--- src/design/adm_pkg.sv ---
// Shared constants, codes and types for the arcade drive mixer.
package adm_pkg;

    localparam int unsigned FIELD_W    = 16;
    localparam int unsigned CFG_W      = 15;
    localparam int unsigned CFG_IDX_W  = 3;
    localparam int unsigned MUL_W      = 32;
    localparam int unsigned DIV_NUM_W  = 29;
    localparam int unsigned DIV_DEN_W  = 16;
    localparam int unsigned DIV_CNT_W  = $clog2(DIV_NUM_W);

    localparam logic [CFG_W-1:0] RST_DEADBAND       = 15'd1638;
    localparam logic [CFG_W-1:0] RST_SENSE_CUTOFF   = 15'd1638;
    localparam logic [CFG_W-1:0] RST_WIDE_TURN      = 15'd10650;
    localparam logic [CFG_W-1:0] RST_GAIN_HIGH      = 15'd2560;
    localparam logic [CFG_W-1:0] RST_GAIN_TOWARD    = 15'd1280;
    localparam logic [CFG_W-1:0] RST_GAIN_BACK_WIDE = 15'd20480;
    localparam logic [CFG_W-1:0] RST_GAIN_BACK      = 15'd768;
    localparam logic [CFG_W-1:0] RST_SENS_LOW       = 15'd18022;

    localparam logic signed [29:0] HIGH_GEAR_SENS = 30'sd19661;

    typedef enum logic [CFG_IDX_W-1:0] {
        CFG_DEADBAND       = 3'd0,
        CFG_SENSE_CUTOFF   = 3'd1,
        CFG_WIDE_TURN      = 3'd2,
        CFG_GAIN_HIGH      = 3'd3,
        CFG_GAIN_TOWARD    = 3'd4,
        CFG_GAIN_BACK_WIDE = 3'd5,
        CFG_GAIN_BACK      = 3'd6,
        CFG_SENS_LOW       = 3'd7
    } t_cfg_idx;

    typedef enum logic [3:0] {
        ST_IDLE,
        ST_DEAD,
        ST_MULG,
        ST_BOOST,
        ST_MULT,
        ST_ROUND1,
        ST_SENS,
        ST_MULS,
        ST_ROUND2,
        ST_SUM,
        ST_LIM
    } t_state;

    typedef struct packed {
        logic                 start;
        logic [DIV_NUM_W-1:0] dividend;
        logic [DIV_DEN_W-1:0] divisor;
    } t_div_req;

    typedef struct packed {
        logic                 busy;
        logic [DIV_NUM_W-1:0] quotient;
    } t_div_rsp;

endpackage

--- src/design/adm_if.sv ---
// Handshake channels of the arcade drive mixer: input word, output word, register writes.
interface adm_in_if;
    logic                                valid;
    logic                                ready;
    logic signed [adm_pkg::FIELD_W-1:0]  throttle;
    logic signed [adm_pkg::FIELD_W-1:0]  wheel;
    logic                                high_gear;
    logic                                quick_turn;

    modport source (output valid, throttle, wheel, high_gear, quick_turn, input ready);
    modport sink   (input valid, throttle, wheel, high_gear, quick_turn, output ready);
endinterface

interface adm_out_if;
    logic                                valid;
    logic                                ready;
    logic signed [adm_pkg::FIELD_W-1:0]  left_drive;
    logic signed [adm_pkg::FIELD_W-1:0]  right_drive;
    logic                                clamped;

    modport source (output valid, left_drive, right_drive, clamped, input ready);
    modport sink   (input valid, left_drive, right_drive, clamped, output ready);
endinterface

interface adm_cfg_if;
    logic                            valid;
    logic                            ready;
    logic [adm_pkg::CFG_IDX_W-1:0]   index;
    logic [adm_pkg::CFG_W-1:0]       data;

    modport source (output valid, index, data, input ready);
    modport sink   (input valid, index, data, output ready);
endinterface

--- src/design/adm_mul.sv ---
// Shared signed multiplier with registered product.
module adm_mul (
    input  logic                                  i_clk,
    input  logic                                  i_en,
    input  logic signed [adm_pkg::MUL_W-1:0]      i_a,
    input  logic signed [adm_pkg::MUL_W-1:0]      i_b,
    output logic signed [2*adm_pkg::MUL_W-1:0]    o_prod
);

    logic signed [2*adm_pkg::MUL_W-1:0] r_prod;

    always_ff @(posedge i_clk) begin
        if (i_en) begin
            r_prod <= i_a * i_b;
        end
    end

    assign o_prod = r_prod;

endmodule

--- src/design/adm_div.sv ---
// Restoring serial divider, one quotient bit per cycle.
module adm_div (
    input  logic              i_clk,
    input  logic              i_rst_n,
    input  adm_pkg::t_div_req i_req,
    output adm_pkg::t_div_rsp o_rsp
);

    logic                              r_busy;
    logic [adm_pkg::DIV_CNT_W-1:0]     r_cnt;
    logic [adm_pkg::DIV_DEN_W-1:0]     r_rem;
    logic [adm_pkg::DIV_DEN_W-1:0]     r_dvs;
    logic [adm_pkg::DIV_NUM_W-1:0]     r_quo;
    logic [adm_pkg::DIV_DEN_W:0]       trial;
    logic [adm_pkg::DIV_DEN_W:0]       diff;
    logic                              fit;

    always_comb begin
        trial = {r_rem, r_quo[adm_pkg::DIV_NUM_W-1]};
        diff  = trial - {1'b0, r_dvs};
        fit   = (trial >= {1'b0, r_dvs});
    end

    always_ff @(posedge i_clk) begin
        if (!i_rst_n) begin
            r_busy <= 1'b0;
        end else if (i_req.start) begin
            r_busy <= 1'b1;
        end else if (r_busy && (r_cnt == '0)) begin
            r_busy <= 1'b0;
        end
    end

    always_ff @(posedge i_clk) begin
        if (i_req.start) begin
            r_rem <= '0;
            r_dvs <= i_req.divisor;
            r_quo <= i_req.dividend;
            r_cnt <= adm_pkg::DIV_CNT_W'(adm_pkg::DIV_NUM_W - 1);
        end else if (r_busy) begin
            r_rem <= fit ? diff[adm_pkg::DIV_DEN_W-1:0] : trial[adm_pkg::DIV_DEN_W-1:0];
            r_quo <= {r_quo[adm_pkg::DIV_NUM_W-2:0], fit};
            r_cnt <= r_cnt - 1'b1;
        end
    end

    assign o_rsp.busy     = r_busy;
    assign o_rsp.quotient = r_quo;

endmodule

--- src/design/arcade_drive_mixer_neg_inertia.sv ---
// Arcade drive mixer with deadband and negative inertia, one shared multiplier and divider.
// Quick turn takes a shorter path to output valid than other words, and low gear, when it
// rescales sensitivity, waits for the serial divide.
// One word at a time; i_in.ready returns with output valid, so a word waits for the
// previous result. A result still unread when the next one is due stalls the sequencer.
// Synchronous active-low reset: registers to defaults, last wheel to zero, output empty.
module arcade_drive_mixer_neg_inertia (
    input  logic         i_clk,
    input  logic         i_rst_n,
    adm_in_if.sink       i_in,
    adm_out_if.source    o_out,
    adm_cfg_if.sink      i_cfg
);

    localparam logic signed [41:0] LIM_HI = 42'sd16384;
    localparam logic signed [41:0] LIM_LO = -42'sd16384;

    function automatic logic signed [63:0] rnd_shift(input logic signed [63:0] v,
                                                     input int unsigned sh);
        logic [63:0] m;
        m = v[63] ? 64'(-v) : 64'(v);
        m = (m + (64'd1 << (sh - 1))) >> sh;
        return v[63] ? -$signed(m) : $signed(m);
    endfunction

    adm_pkg::t_state r_state, n_state;

    logic [adm_pkg::CFG_W-1:0] r_deadband, r_sense_cutoff, r_wide_turn, r_gain_high;
    logic [adm_pkg::CFG_W-1:0] r_gain_toward, r_gain_back_wide, r_gain_back, r_sens_low;

    logic signed [15:0] r_thr, n_thr, r_whl, n_whl, r_last, n_last, r_w, n_w;
    logic               r_high, n_high, r_quick, n_quick, r_nneg, n_nneg;
    logic               r_use_div, n_use_div;
    logic signed [16:0] r_d, n_d;
    logic [14:0]        r_g, n_g;
    logic [15:0]        r_at, n_at;
    logic signed [24:0] r_b, n_b;
    logic signed [25:0] r_r1, n_r1;
    logic signed [29:0] r_s, n_s;
    logic signed [40:0] r_a, n_a;
    logic signed [41:0] r_left, n_left, r_right, n_right;

    logic               r_ov, n_ov, r_clamp, n_clamp;
    logic signed [15:0] r_lout, n_lout, r_rout, n_rout;

    logic                       mul_en;
    logic signed [31:0]         mul_a, mul_b;
    logic signed [63:0]         prod;
    adm_pkg::t_div_req          div_req;
    adm_pkg::t_div_rsp          div_rsp;

    logic [15:0]        thr_mag, whl_mag, wdb_mag;
    logic signed [15:0] w_db;
    logic signed [16:0] d_new, sdiff;
    logic [14:0]        sdiff_mag;
    logic signed [63:0] b_full, rnd_val;
    logic signed [29:0] q_s, s_div;
    logic signed [41:0] lim_l, lim_r;
    logic               flag;

    adm_mul u_mul (
        .i_clk  (i_clk),
        .i_en   (mul_en),
        .i_a    (mul_a),
        .i_b    (mul_b),
        .o_prod (prod)
    );

    adm_div u_div (
        .i_clk   (i_clk),
        .i_rst_n (i_rst_n),
        .i_req   (div_req),
        .o_rsp   (div_rsp)
    );

    // Register writes
    assign i_cfg.ready = 1'b1;

    always_ff @(posedge i_clk) begin
        if (!i_rst_n) begin
            r_deadband       <= adm_pkg::RST_DEADBAND;
            r_sense_cutoff   <= adm_pkg::RST_SENSE_CUTOFF;
            r_wide_turn      <= adm_pkg::RST_WIDE_TURN;
            r_gain_high      <= adm_pkg::RST_GAIN_HIGH;
            r_gain_toward    <= adm_pkg::RST_GAIN_TOWARD;
            r_gain_back_wide <= adm_pkg::RST_GAIN_BACK_WIDE;
            r_gain_back      <= adm_pkg::RST_GAIN_BACK;
            r_sens_low       <= adm_pkg::RST_SENS_LOW;
        end else if (i_cfg.valid) begin
            unique case (adm_pkg::t_cfg_idx'(i_cfg.index))
                adm_pkg::CFG_DEADBAND:       r_deadband       <= i_cfg.data;
                adm_pkg::CFG_SENSE_CUTOFF:   r_sense_cutoff   <= i_cfg.data;
                adm_pkg::CFG_WIDE_TURN:      r_wide_turn      <= i_cfg.data;
                adm_pkg::CFG_GAIN_HIGH:      r_gain_high      <= i_cfg.data;
                adm_pkg::CFG_GAIN_TOWARD:    r_gain_toward    <= i_cfg.data;
                adm_pkg::CFG_GAIN_BACK_WIDE: r_gain_back_wide <= i_cfg.data;
                adm_pkg::CFG_GAIN_BACK:      r_gain_back      <= i_cfg.data;
                adm_pkg::CFG_SENS_LOW:       r_sens_low       <= i_cfg.data;
            endcase
        end
    end

    // Deadband, difference and divider operands
    always_comb begin
        thr_mag   = r_thr[15] ? (16'd0 - r_thr) : r_thr;
        whl_mag   = r_whl[15] ? (16'd0 - r_whl) : r_whl;
        w_db      = (whl_mag < {1'b0, r_deadband}) ? 16'sd0 : r_whl;
        wdb_mag   = (whl_mag < {1'b0, r_deadband}) ? 16'd0 : whl_mag;
        d_new     = {w_db[15], w_db} - {r_last[15], r_last};
        sdiff     = 17'sd16384 - $signed({2'b00, r_sens_low});
        sdiff_mag = sdiff[16] ? 15'(-sdiff) : 15'(sdiff);
        q_s       = r_nneg ? -$signed({1'b0, div_rsp.quotient})
                           : $signed({1'b0, div_rsp.quotient});
        s_div     = 30'sd16384 - q_s;
    end

    // Limit chain, then clamp of both sides
    always_comb begin
        lim_l = r_left;
        lim_r = r_right;
        flag  = (r_left > LIM_HI) || (r_left < LIM_LO) ||
                (r_right > LIM_HI) || (r_right < LIM_LO);
        priority if (lim_l > LIM_HI) begin
            if (r_quick) lim_r = lim_r - (lim_l - LIM_HI);
            lim_l = LIM_HI;
        end else if (lim_r > LIM_HI) begin
            if (r_quick) lim_l = lim_l - (lim_r - LIM_HI);
            lim_r = LIM_HI;
        end else if (lim_l < LIM_LO) begin
            if (r_quick) lim_r = lim_r + (LIM_LO - lim_l);
            lim_l = LIM_LO;
        end else if (lim_r < LIM_LO) begin
            if (r_quick) lim_l = lim_l + (LIM_LO - lim_r);
            lim_r = LIM_LO;
        end else begin
            // both sides in range
        end
        if (lim_l > LIM_HI) lim_l = LIM_HI;
        if (lim_l < LIM_LO) lim_l = LIM_LO;
        if (lim_r > LIM_HI) lim_r = LIM_HI;
        if (lim_r < LIM_LO) lim_r = LIM_LO;
    end

    // Sequencer
    always_comb begin
        n_state   = r_state;
        n_thr     = r_thr;
        n_whl     = r_whl;
        n_high    = r_high;
        n_quick   = r_quick;
        n_last    = r_last;
        n_w       = r_w;
        n_d       = r_d;
        n_g       = r_g;
        n_at      = r_at;
        n_nneg    = r_nneg;
        n_use_div = r_use_div;
        n_b       = r_b;
        n_r1      = r_r1;
        n_s       = r_s;
        n_a       = r_a;
        n_left    = r_left;
        n_right   = r_right;
        n_lout    = r_lout;
        n_rout    = r_rout;
        n_clamp   = r_clamp;
        n_ov      = r_ov && !o_out.ready;

        mul_en           = 1'b0;
        mul_a            = '0;
        mul_b            = '0;
        div_req.start    = 1'b0;
        div_req.dividend = {sdiff_mag, 14'd0};
        div_req.divisor  = thr_mag;
        i_in.ready       = (r_state == adm_pkg::ST_IDLE);
        rnd_val          = '0;
        b_full           = '0;

        unique case (r_state)
            adm_pkg::ST_IDLE: begin
                if (i_in.valid) begin
                    n_thr   = i_in.throttle;
                    n_whl   = i_in.wheel;
                    n_high  = i_in.high_gear;
                    n_quick = i_in.quick_turn;
                    n_state = adm_pkg::ST_DEAD;
                end
            end
            adm_pkg::ST_DEAD: begin
                n_w    = w_db;
                n_last = w_db;
                n_d    = d_new;
                n_at   = thr_mag;
                n_nneg = sdiff[16];
                if (r_high) begin
                    n_g = r_gain_high;
                end else if ((w_db > 16'sd0 && d_new > 17'sd0) ||
                             (w_db < 16'sd0 && d_new < 17'sd0)) begin
                    n_g = r_gain_toward;
                end else if (wdb_mag > {1'b0, r_wide_turn}) begin
                    n_g = r_gain_back_wide;
                end else begin
                    n_g = r_gain_back;
                end
                n_use_div     = !r_high && !r_quick && (thr_mag > {1'b0, r_sense_cutoff});
                div_req.start = n_use_div;
                n_state       = adm_pkg::ST_MULG;
            end
            adm_pkg::ST_MULG: begin
                mul_en  = 1'b1;
                mul_a   = {{15{r_d[16]}}, r_d};
                mul_b   = {17'd0, r_g};
                n_state = adm_pkg::ST_BOOST;
            end
            adm_pkg::ST_BOOST: begin
                rnd_val = rnd_shift(prod, 8);
                b_full  = {{48{r_w[15]}}, r_w} + rnd_val;
                n_b     = b_full[24:0];
                if (r_quick) begin
                    n_a     = {{16{b_full[24]}}, b_full[24:0]};
                    n_state = adm_pkg::ST_SUM;
                end else begin
                    n_state = adm_pkg::ST_MULT;
                end
            end
            adm_pkg::ST_MULT: begin
                mul_en  = 1'b1;
                mul_a   = {16'd0, r_at};
                mul_b   = {{7{r_b[24]}}, r_b};
                n_state = adm_pkg::ST_ROUND1;
            end
            adm_pkg::ST_ROUND1: begin
                rnd_val = rnd_shift(prod, 14);
                n_r1    = rnd_val[25:0];
                n_state = adm_pkg::ST_SENS;
            end
            adm_pkg::ST_SENS: begin
                if (!div_rsp.busy) begin
                    if (r_high) begin
                        n_s = adm_pkg::HIGH_GEAR_SENS;
                    end else if (r_use_div) begin
                        n_s = s_div;
                    end else begin
                        n_s = $signed({15'd0, r_sens_low});
                    end
                    n_state = adm_pkg::ST_MULS;
                end
            end
            adm_pkg::ST_MULS: begin
                mul_en  = 1'b1;
                mul_a   = {{6{r_r1[25]}}, r_r1};
                mul_b   = {{2{r_s[29]}}, r_s};
                n_state = adm_pkg::ST_ROUND2;
            end
            adm_pkg::ST_ROUND2: begin
                rnd_val = rnd_shift(prod, 14);
                n_a     = rnd_val[40:0];
                n_state = adm_pkg::ST_SUM;
            end
            adm_pkg::ST_SUM: begin
                n_left  = $signed({{26{r_thr[15]}}, r_thr}) + $signed({r_a[40], r_a});
                n_right = $signed({{26{r_thr[15]}}, r_thr}) - $signed({r_a[40], r_a});
                n_state = adm_pkg::ST_LIM;
            end
            adm_pkg::ST_LIM: begin
                if (!r_ov || o_out.ready) begin
                    n_lout  = lim_l[15:0];
                    n_rout  = lim_r[15:0];
                    n_clamp = flag;
                    n_ov    = 1'b1;
                    n_state = adm_pkg::ST_IDLE;
                end
            end
            default: begin
                n_state = adm_pkg::ST_IDLE;
            end
        endcase
    end

    always_ff @(posedge i_clk) begin
        if (!i_rst_n) begin
            r_state <= adm_pkg::ST_IDLE;
            r_ov    <= 1'b0;
            r_last  <= '0;
        end else begin
            r_state <= n_state;
            r_ov    <= n_ov;
            r_last  <= n_last;
        end
    end

    always_ff @(posedge i_clk) begin
        r_thr     <= n_thr;
        r_whl     <= n_whl;
        r_high    <= n_high;
        r_quick   <= n_quick;
        r_w       <= n_w;
        r_d       <= n_d;
        r_g       <= n_g;
        r_at      <= n_at;
        r_nneg    <= n_nneg;
        r_use_div <= n_use_div;
        r_b       <= n_b;
        r_r1      <= n_r1;
        r_s       <= n_s;
        r_a       <= n_a;
        r_left    <= n_left;
        r_right   <= n_right;
        r_lout    <= n_lout;
        r_rout    <= n_rout;
        r_clamp   <= n_clamp;
    end

    assign o_out.valid       = r_ov;
    assign o_out.left_drive  = r_lout;
    assign o_out.right_drive = r_rout;
    assign o_out.clamped     = r_clamp;

endmodule
--- src/flat_wrapper.sv ---
// flat-port wrapper written by rule: the top's interface ports become plain ports
module arcade_drive_mixer_neg_inertia_flat 
  (i_clk, i_rst_n, i_in_valid, i_in_throttle, i_in_wheel, i_in_high_gear, i_in_quick_turn, i_in_ready, o_out_valid, o_out_left_drive, o_out_right_drive, o_out_clamped, o_out_ready, i_cfg_valid, i_cfg_index, i_cfg_data, i_cfg_ready);
  adm_in_if i_in_i ();
  adm_out_if o_out_i ();
  adm_cfg_if i_cfg_i ();
  input  logic i_clk;
  input  logic i_rst_n;
  input wire logic [$bits(i_in_i.valid)-1:0] i_in_valid;
  input wire logic [$bits(i_in_i.throttle)-1:0] i_in_throttle;
  input wire logic [$bits(i_in_i.wheel)-1:0] i_in_wheel;
  input wire logic [$bits(i_in_i.high_gear)-1:0] i_in_high_gear;
  input wire logic [$bits(i_in_i.quick_turn)-1:0] i_in_quick_turn;
  output wire logic [$bits(i_in_i.ready)-1:0] i_in_ready;
  output wire logic [$bits(o_out_i.valid)-1:0] o_out_valid;
  output wire logic [$bits(o_out_i.left_drive)-1:0] o_out_left_drive;
  output wire logic [$bits(o_out_i.right_drive)-1:0] o_out_right_drive;
  output wire logic [$bits(o_out_i.clamped)-1:0] o_out_clamped;
  input wire logic [$bits(o_out_i.ready)-1:0] o_out_ready;
  input wire logic [$bits(i_cfg_i.valid)-1:0] i_cfg_valid;
  input wire logic [$bits(i_cfg_i.index)-1:0] i_cfg_index;
  input wire logic [$bits(i_cfg_i.data)-1:0] i_cfg_data;
  output wire logic [$bits(i_cfg_i.ready)-1:0] i_cfg_ready;
  assign i_in_i.valid = i_in_valid;
  assign i_in_i.throttle = i_in_throttle;
  assign i_in_i.wheel = i_in_wheel;
  assign i_in_i.high_gear = i_in_high_gear;
  assign i_in_i.quick_turn = i_in_quick_turn;
  assign i_in_ready = i_in_i.ready;
  assign o_out_valid = o_out_i.valid;
  assign o_out_left_drive = o_out_i.left_drive;
  assign o_out_right_drive = o_out_i.right_drive;
  assign o_out_clamped = o_out_i.clamped;
  assign o_out_i.ready = o_out_ready;
  assign i_cfg_i.valid = i_cfg_valid;
  assign i_cfg_i.index = i_cfg_index;
  assign i_cfg_i.data = i_cfg_data;
  assign i_cfg_ready = i_cfg_i.ready;
  arcade_drive_mixer_neg_inertia u_core (.i_clk(i_clk), .i_rst_n(i_rst_n), .i_in(i_in_i), .o_out(o_out_i), .i_cfg(i_cfg_i));
endmodule
--- config.mk ---
export PLATFORM = sky130hd
export DESIGN_NAME = arcade_drive_mixer_neg_inertia_flat
export DESIGN_NICKNAME = d
export VERILOG_FILES = /design/src/design/adm_pkg.sv /design/src/design/adm_if.sv /design/src/design/adm_mul.sv /design/src/design/adm_div.sv /design/src/design/arcade_drive_mixer_neg_inertia.sv /design/src/flat_wrapper.sv
export SDC_FILE = /design/constraint.sdc
export NUM_CORES = 2
export LEC_CHECK = 0
export BUFFER_PORTS_ARGS = -buffer_cell sky130_fd_sc_hd__buf_2
export CAP_MARGIN = 15
export CORE_MARGIN = 5
export CORE_UTILIZATION = 60
export DETAILED_ROUTE_END_ITERATION = 10
export PLACE_DENSITY = 0.76
export SLEW_MARGIN = 20
export SYNTH_ARGS = -nofsm -noshare
export SYNTH_HDL_FRONTEND = slang
export SYNTH_HIERARCHICAL = 1
export SYNTH_SLANG_ARGS = --single-unit
--- constraint.sdc ---
create_clock -name i_clk -period 11.2 [get_ports i_clk]
set_input_delay 2.8 -clock i_clk [delete_from_list [all_inputs] [get_ports i_clk]]
set_output_delay 2.8 -clock i_clk [all_outputs]
set_load 0.005 [all_outputs]
* Word level (Yosys, flattened, before mapping) *
Index checks and enable logic that the tools add are counted.

storage, ports and cells
  logic and storage cells = 184
  register bits after elaboration = 611
  output and inout port bits = 36

operators by class
  magnitude comparators = 16
  $mul = 1
  bitwise gates (word level) = 2
  eq/ne operators = 21
  $add $sub $neg = 25
  reductions and logical operators = 36
  muxes and demuxes = 45

operators by type and width
  kind                    number
  $mux 42                 14
  $pmux 32 s3             2
  $gt 42x16->1 const B    4
  $lt 42x15->1 const B    4
  $add 42x42->42          2
  $sub 15x42->42 const A  2
  $sub 42x16->42 const B  2
  $sub 42x42->42          2
  $mux 41                 2
  $pmux 41 s2             1
  $mux 16                 5
  $mux 15                 5
  $mul 32x32->64          1
  $mux 29                 2
  $add 55x14->55 const B  1
  $mux 55                 1
  $neg 55->55             1
  $pmux 4 s11             1
  $add 16x41->42          1
  $sub 16x41->42          1
  $neg 41->41             1
  $add 33x8->33 const B   1
  $gt 16x15->1            2
  $sub 1x16->16 const A   2
  40 further kinds        86

* Logic depth before layout (Yosys ltp) *
  depth after elaboration = 10
  depth in mapped cells = 40

* Cells and area by module *
The synthesis kept the hierarchy.

modules (own cells, without submodules)
  module                          sequential area each (µm²)  cells an instance  area each (µm²)  instances
  arcade_drive_mixer_neg_inertia  12972.4                     5346               43694.4          1
  adm_mul                         1921.8                      4112               38690.9          1
  adm_div                         1791.7                      343                3714.8           1

* Worst setup path before layout *
OpenSTA, ideal clock, no wires.

  path kind = register to register
  from = register u_core.r_state[2]
  to = register u_core.u_mul.r_prod, in the netlist u_core/u_mul/o_prod[63] (data pin)
  setup time = 0.260 ns
  arrival time = 9.482 ns
  period minus slack after synthesis = 9.742 ns
  required time = 10.940 ns
  buffers on the path = 3
  slack = 1.458 ns
  stages on the path, launching flop included = 32
  path through = dfxtp_1 > clkbuf_1 > nor3_1 > clkbuf_1 > nand2_1 > nand2_1 > clkbuf_1 > nand2_1 > inv_1 > fa_1 > inv_1 > fa_1 > inv_1 > fa_1 > fa_1 > inv_1 > fa_1 > inv_1 > fa_1 > inv_1 > fa_1 > fa_1 > inv_1 > ha_1 > a21o_1 > a21o_1 > a21o_1 > a21oi_1 > nor2b_1 > or4_1 > o22ai_1 > xnor2_1

on the way
  cells in the longest elaborated chain, start to end = 3

RTL lines
  item                                             line                                   text
  start: declaration                               arcade_drive_mixer_neg_inertia.sv:26   adm_pkg::t_state r_state, n_state;
  start signal: assignment                         arcade_drive_mixer_neg_inertia.sv:282  r_state <= adm_pkg::ST_IDLE;
  start signal: assignment                         arcade_drive_mixer_neg_inertia.sv:286  r_state <= n_state;
  $eq 4x3->1 / $eq 4x2->1 (equally long branches)  arcade_drive_mixer_neg_inertia.sv:179  unique case (r_state)
  $pmux 32 s3 (*)                                  arcade_drive_mixer_neg_inertia.sv:179
  via u_core.mul_a[25]                             arcade_drive_mixer_neg_inertia.sv:47   logic signed [31:0] mul_a, mul_b;
  $mul 32x32->64 (*)                               adm_mul.sv:14                          r_prod <= i_a * i_b;
  end signal: assignment                           adm_mul.sv:14
  end: declaration                                 adm_mul.sv:10                          logic signed [2*adm_pkg::MUL_W-1:0] r_prod;

The timed path passes the listed nets; every way through them passes the cells marked *.
A chain may end at the register's enable or synchronous reset.

* Worst setup path in the final report *
  from = register u_core.r_state[1]
  to = register u_core.u_mul.r_prod, in the netlist u_core/u_mul/o_prod[63] (data pin)

The elaborated chain is that of the path after synthesis.

==> flow_metrics.env <==
export IMPL_finalSetupViolCount=0
export IMPL_whs_endpoint="u_core/r_gain_back[6]"
export IMPL_route_vias_total=70650
export IMPL_synthCells=9759
export IMPL_antenna_left=0
export IMPL_placed_area_um2=87950
export IMPL_clkTransAtPathRegs_ps=60
export IMPL_cp_slowest_cell="fa_1"
export IMPL_cp_common_cell="fa_1"
export IMPL_cts_resized=0
export IMPL_start_kind="register"
export IMPL_wl_per_cell_um=23.73
export IMPL_grt_pass1_vias=71600
export IMPL_drtPass1Iterations=6
export IMPL_cts_buffer_depth=3
export IMPL_hold_path_startpoint="u_core/r_gain_back[6]"
export IMPL_cts_tree="done"
export IMPL_cp_max_fo=158
export IMPL_track_usage=0.3630
export IMPL_rows=138
export IMPL_hold_viol=0
export IMPL_critical_path_class="reg2reg"
export IMPL_tightest_slew_ps=1254
export IMPL_syn_cell_area_um2=85630
export IMPL_tns_ps=0
export IMPL_max_cap_violations=0
export IMPL_place_gp_congestion=1.093
export IMPL_cts_setup_buffers=0
export IMPL_finClkSkew_ps=61.17
export IMPL_cts_hold_fix_buffers=0
export IMPL_clk_latency_ps=690
export IMPL_outcome="finished, final reports clean"
export IMPL_grt_pass1_wl_mm=421.7
export IMPL_vias_per_cell=6.101
export IMPL_htreeDepth=3
export IMPL_ys_warn_count=6
export IMPL_nets=11360
export IMPL_hpwl_mm=223.7
export IMPL_grt_ovfl_total=0
export IMPL_clock_power_share=0.325
export IMPL_fin_hold_ws_ps=462.9
export IMPL_die_area_um2=150400
export IMPL_area_growth_pct=5.678
export IMPL_drive_gt1_frac=0.05558
export IMPL_fmax_mhz=98.26
export IMPL_final_area_um2=90500
export IMPL_grt_start_max_net_pins=159
export IMPL_worstPathRequired_ps=11600
export IMPL_cts_buffers_inserted=71
export IMPL_drc=0
export IMPL_leakage_nw=41.70
export IMPL_rsz0062_at_grt="false"
export IMPL_post_route_util=0.6384
export IMPL_switchingPower_w=0.002740
export IMPL_fp_dieH_um=387.8
export IMPL_drt_initial_drc_count=6426
export IMPL_r2r_slack_ps=1020
export IMPL_root_buffer="clkbuf_16"
export IMPL_reg2reg_to="u_core/u_mul/o_prod[63]"
export IMPL_intPower_w=0.004889
export IMPL_die_w_um=387.8
export IMPL_syn_mean_instance_area_um2=8.775
export IMPL_reg2reg_depth=30
export IMPL_slew_viol_final=0
export IMPL_crit_arrival_ps=10580
export IMPL_clock_sinks=602
export IMPL_min_period_ps=10180
export IMPL_core_area_um2=141800
export IMPL_max_stage_delay_ps=920
export IMPL_seqPwrFrac=0.367
export IMPL_initial_utilization=0.6041
export IMPL_r2r_start="u_core/r_state[1]"
export IMPL_peakVddDrop_mv=0.1311
export IMPL_p_comb_frac=0.308
export IMPL_slew_limit_headroom=0.1578
export IMPL_fillers=11830
export IMPL_fin_crit_sh=0.9086
export IMPL_holdPathStages=2
export IMPL_antenna_found_initial=10
export IMPL_boundaryPins=93
export IMPL_hold_class="reg2reg"
export IMPL_cp_end_kind="register"
export IMPL_netSwitchingFraction=0.3592
export IMPL_power_density_nw_per_um2=84.30
export IMPL_port_buffers=91
export IMPL_drt_total_wl_mm=274.8
## stage by stage
stage,cells,power (W),worst slack [ps]
2_1_floorplan,9773,0.004382,1587
3_3_place_gp,11440,0.005064,1214
3_5_place_dp,11440,0.005120,1027
4_1_cts,11570,0.007601,1033
5_1_grt,11570,0.007950,345.5
6_report,11580,0.007629,1023
## final cells by class
type	instances	area (um^2)	share of cell area
multi-input combinational	7151	61670	0.6815
clock buffer	91	1933	0.02136
inverter	1545	5799	0.06408
clock inverter	40	561.8	0.006208
tap	1890	2365	0.02613
antenna	10	25.02	0.0002765
timing repair buffer	251	1692	0.01869
sequential	602	16450	0.1817
## state kept, by name, indices dropped and copies added, names as in the netlist, 17 cells and up
signal,flops
u_core/u_mul/o_prod,56
u_core/u_div/r_quo,29
u_core/r_right,41
u_core/r_s,30
u_core/r_b,25
u_core/r_left,42
u_core/r_d,17
u_core/r_r1,26
u_core/r_a,41
## power by group through the flow
stage          clock network [W]  registers (W)  logic, W
3_5_place_dp                   0        0.00284   0.00228
2_1_floorplan                  0        0.00274   0.00164
6_report                 0.00248        0.00280   0.00235
3_3_place_gp                   0        0.00283   0.00223
5_1_grt                  0.00261        0.00280   0.00254
4_1_cts                  0.00251        0.00279   0.00230
## layer usage
| layer | track usage | wire, um | part of all wire |
|---|---|---|---|
| met1 | 0.4170 | 96200 | 0.35 |
| met2 | 0.5928 | 127600 | 0.46 |
| met3 | 0.06758 | 22300 | 0.081 |
| met4 | 0.2980 | 28640 | 0.10 |
| met5 | 0 | 34 | 0.00012 |
## layout by cell type (no fill, tap or decap), types with 64 or more instances in the layout
master        n
nand2b_1     70
buf_2        90
nor3_1      123
o21ai_0     277
ha_1        590
xnor2_1     343
nand4_1      87
fa_1       1087
and2_1      585
buf_4       158
nand3_1     146
and3_1       66
inv_1      1539
or3_1        65
nor2_1      454
edfxtp_1    439
dfxtp_1     163
a21o_1      114
clkbuf_16    72
xor2_1      205
a21boi_0    110
nand2_1    1309
o211ai_1     64
a21oi_1     376
## worst max-delay path by stage
stage / start / endpoint / slack [ps] / cells past startpoint
final: u_core/r_state[1] / u_core/u_mul/o_prod[63] / 1020 / 30
after global routing: u_core/r_state[1] / u_core/u_mul/o_prod[63] / 350 / 30
after CTS: u_core/r_state[1] / u_core/u_mul/o_prod[63] / 1030 / 30
after detailed placement: u_core/r_state[1] / u_core/u_mul/o_prod[63] / 1030 / 30
after global placement: u_core/r_state[1] / u_core/u_mul/o_prod[63] / 1210 / 30
after floorplan: u_core/r_state[2] / u_core/u_mul/o_prod[63] / 1590 / 31
## critical path, delay by kind of cell, from the launching register on
family / cells / cell delay [ps]
adders and majority gates: 9 / 4640
and+or+nand+nor: 7 / 1940
buffers and inverters: 8 / 1700
AOI/OAI and AO/OA: 5 / 800
DFF: 1 / 590
xor gates and xnor gates: 1 / 110
Note: power is estimated with default switching activity, not from simulation.
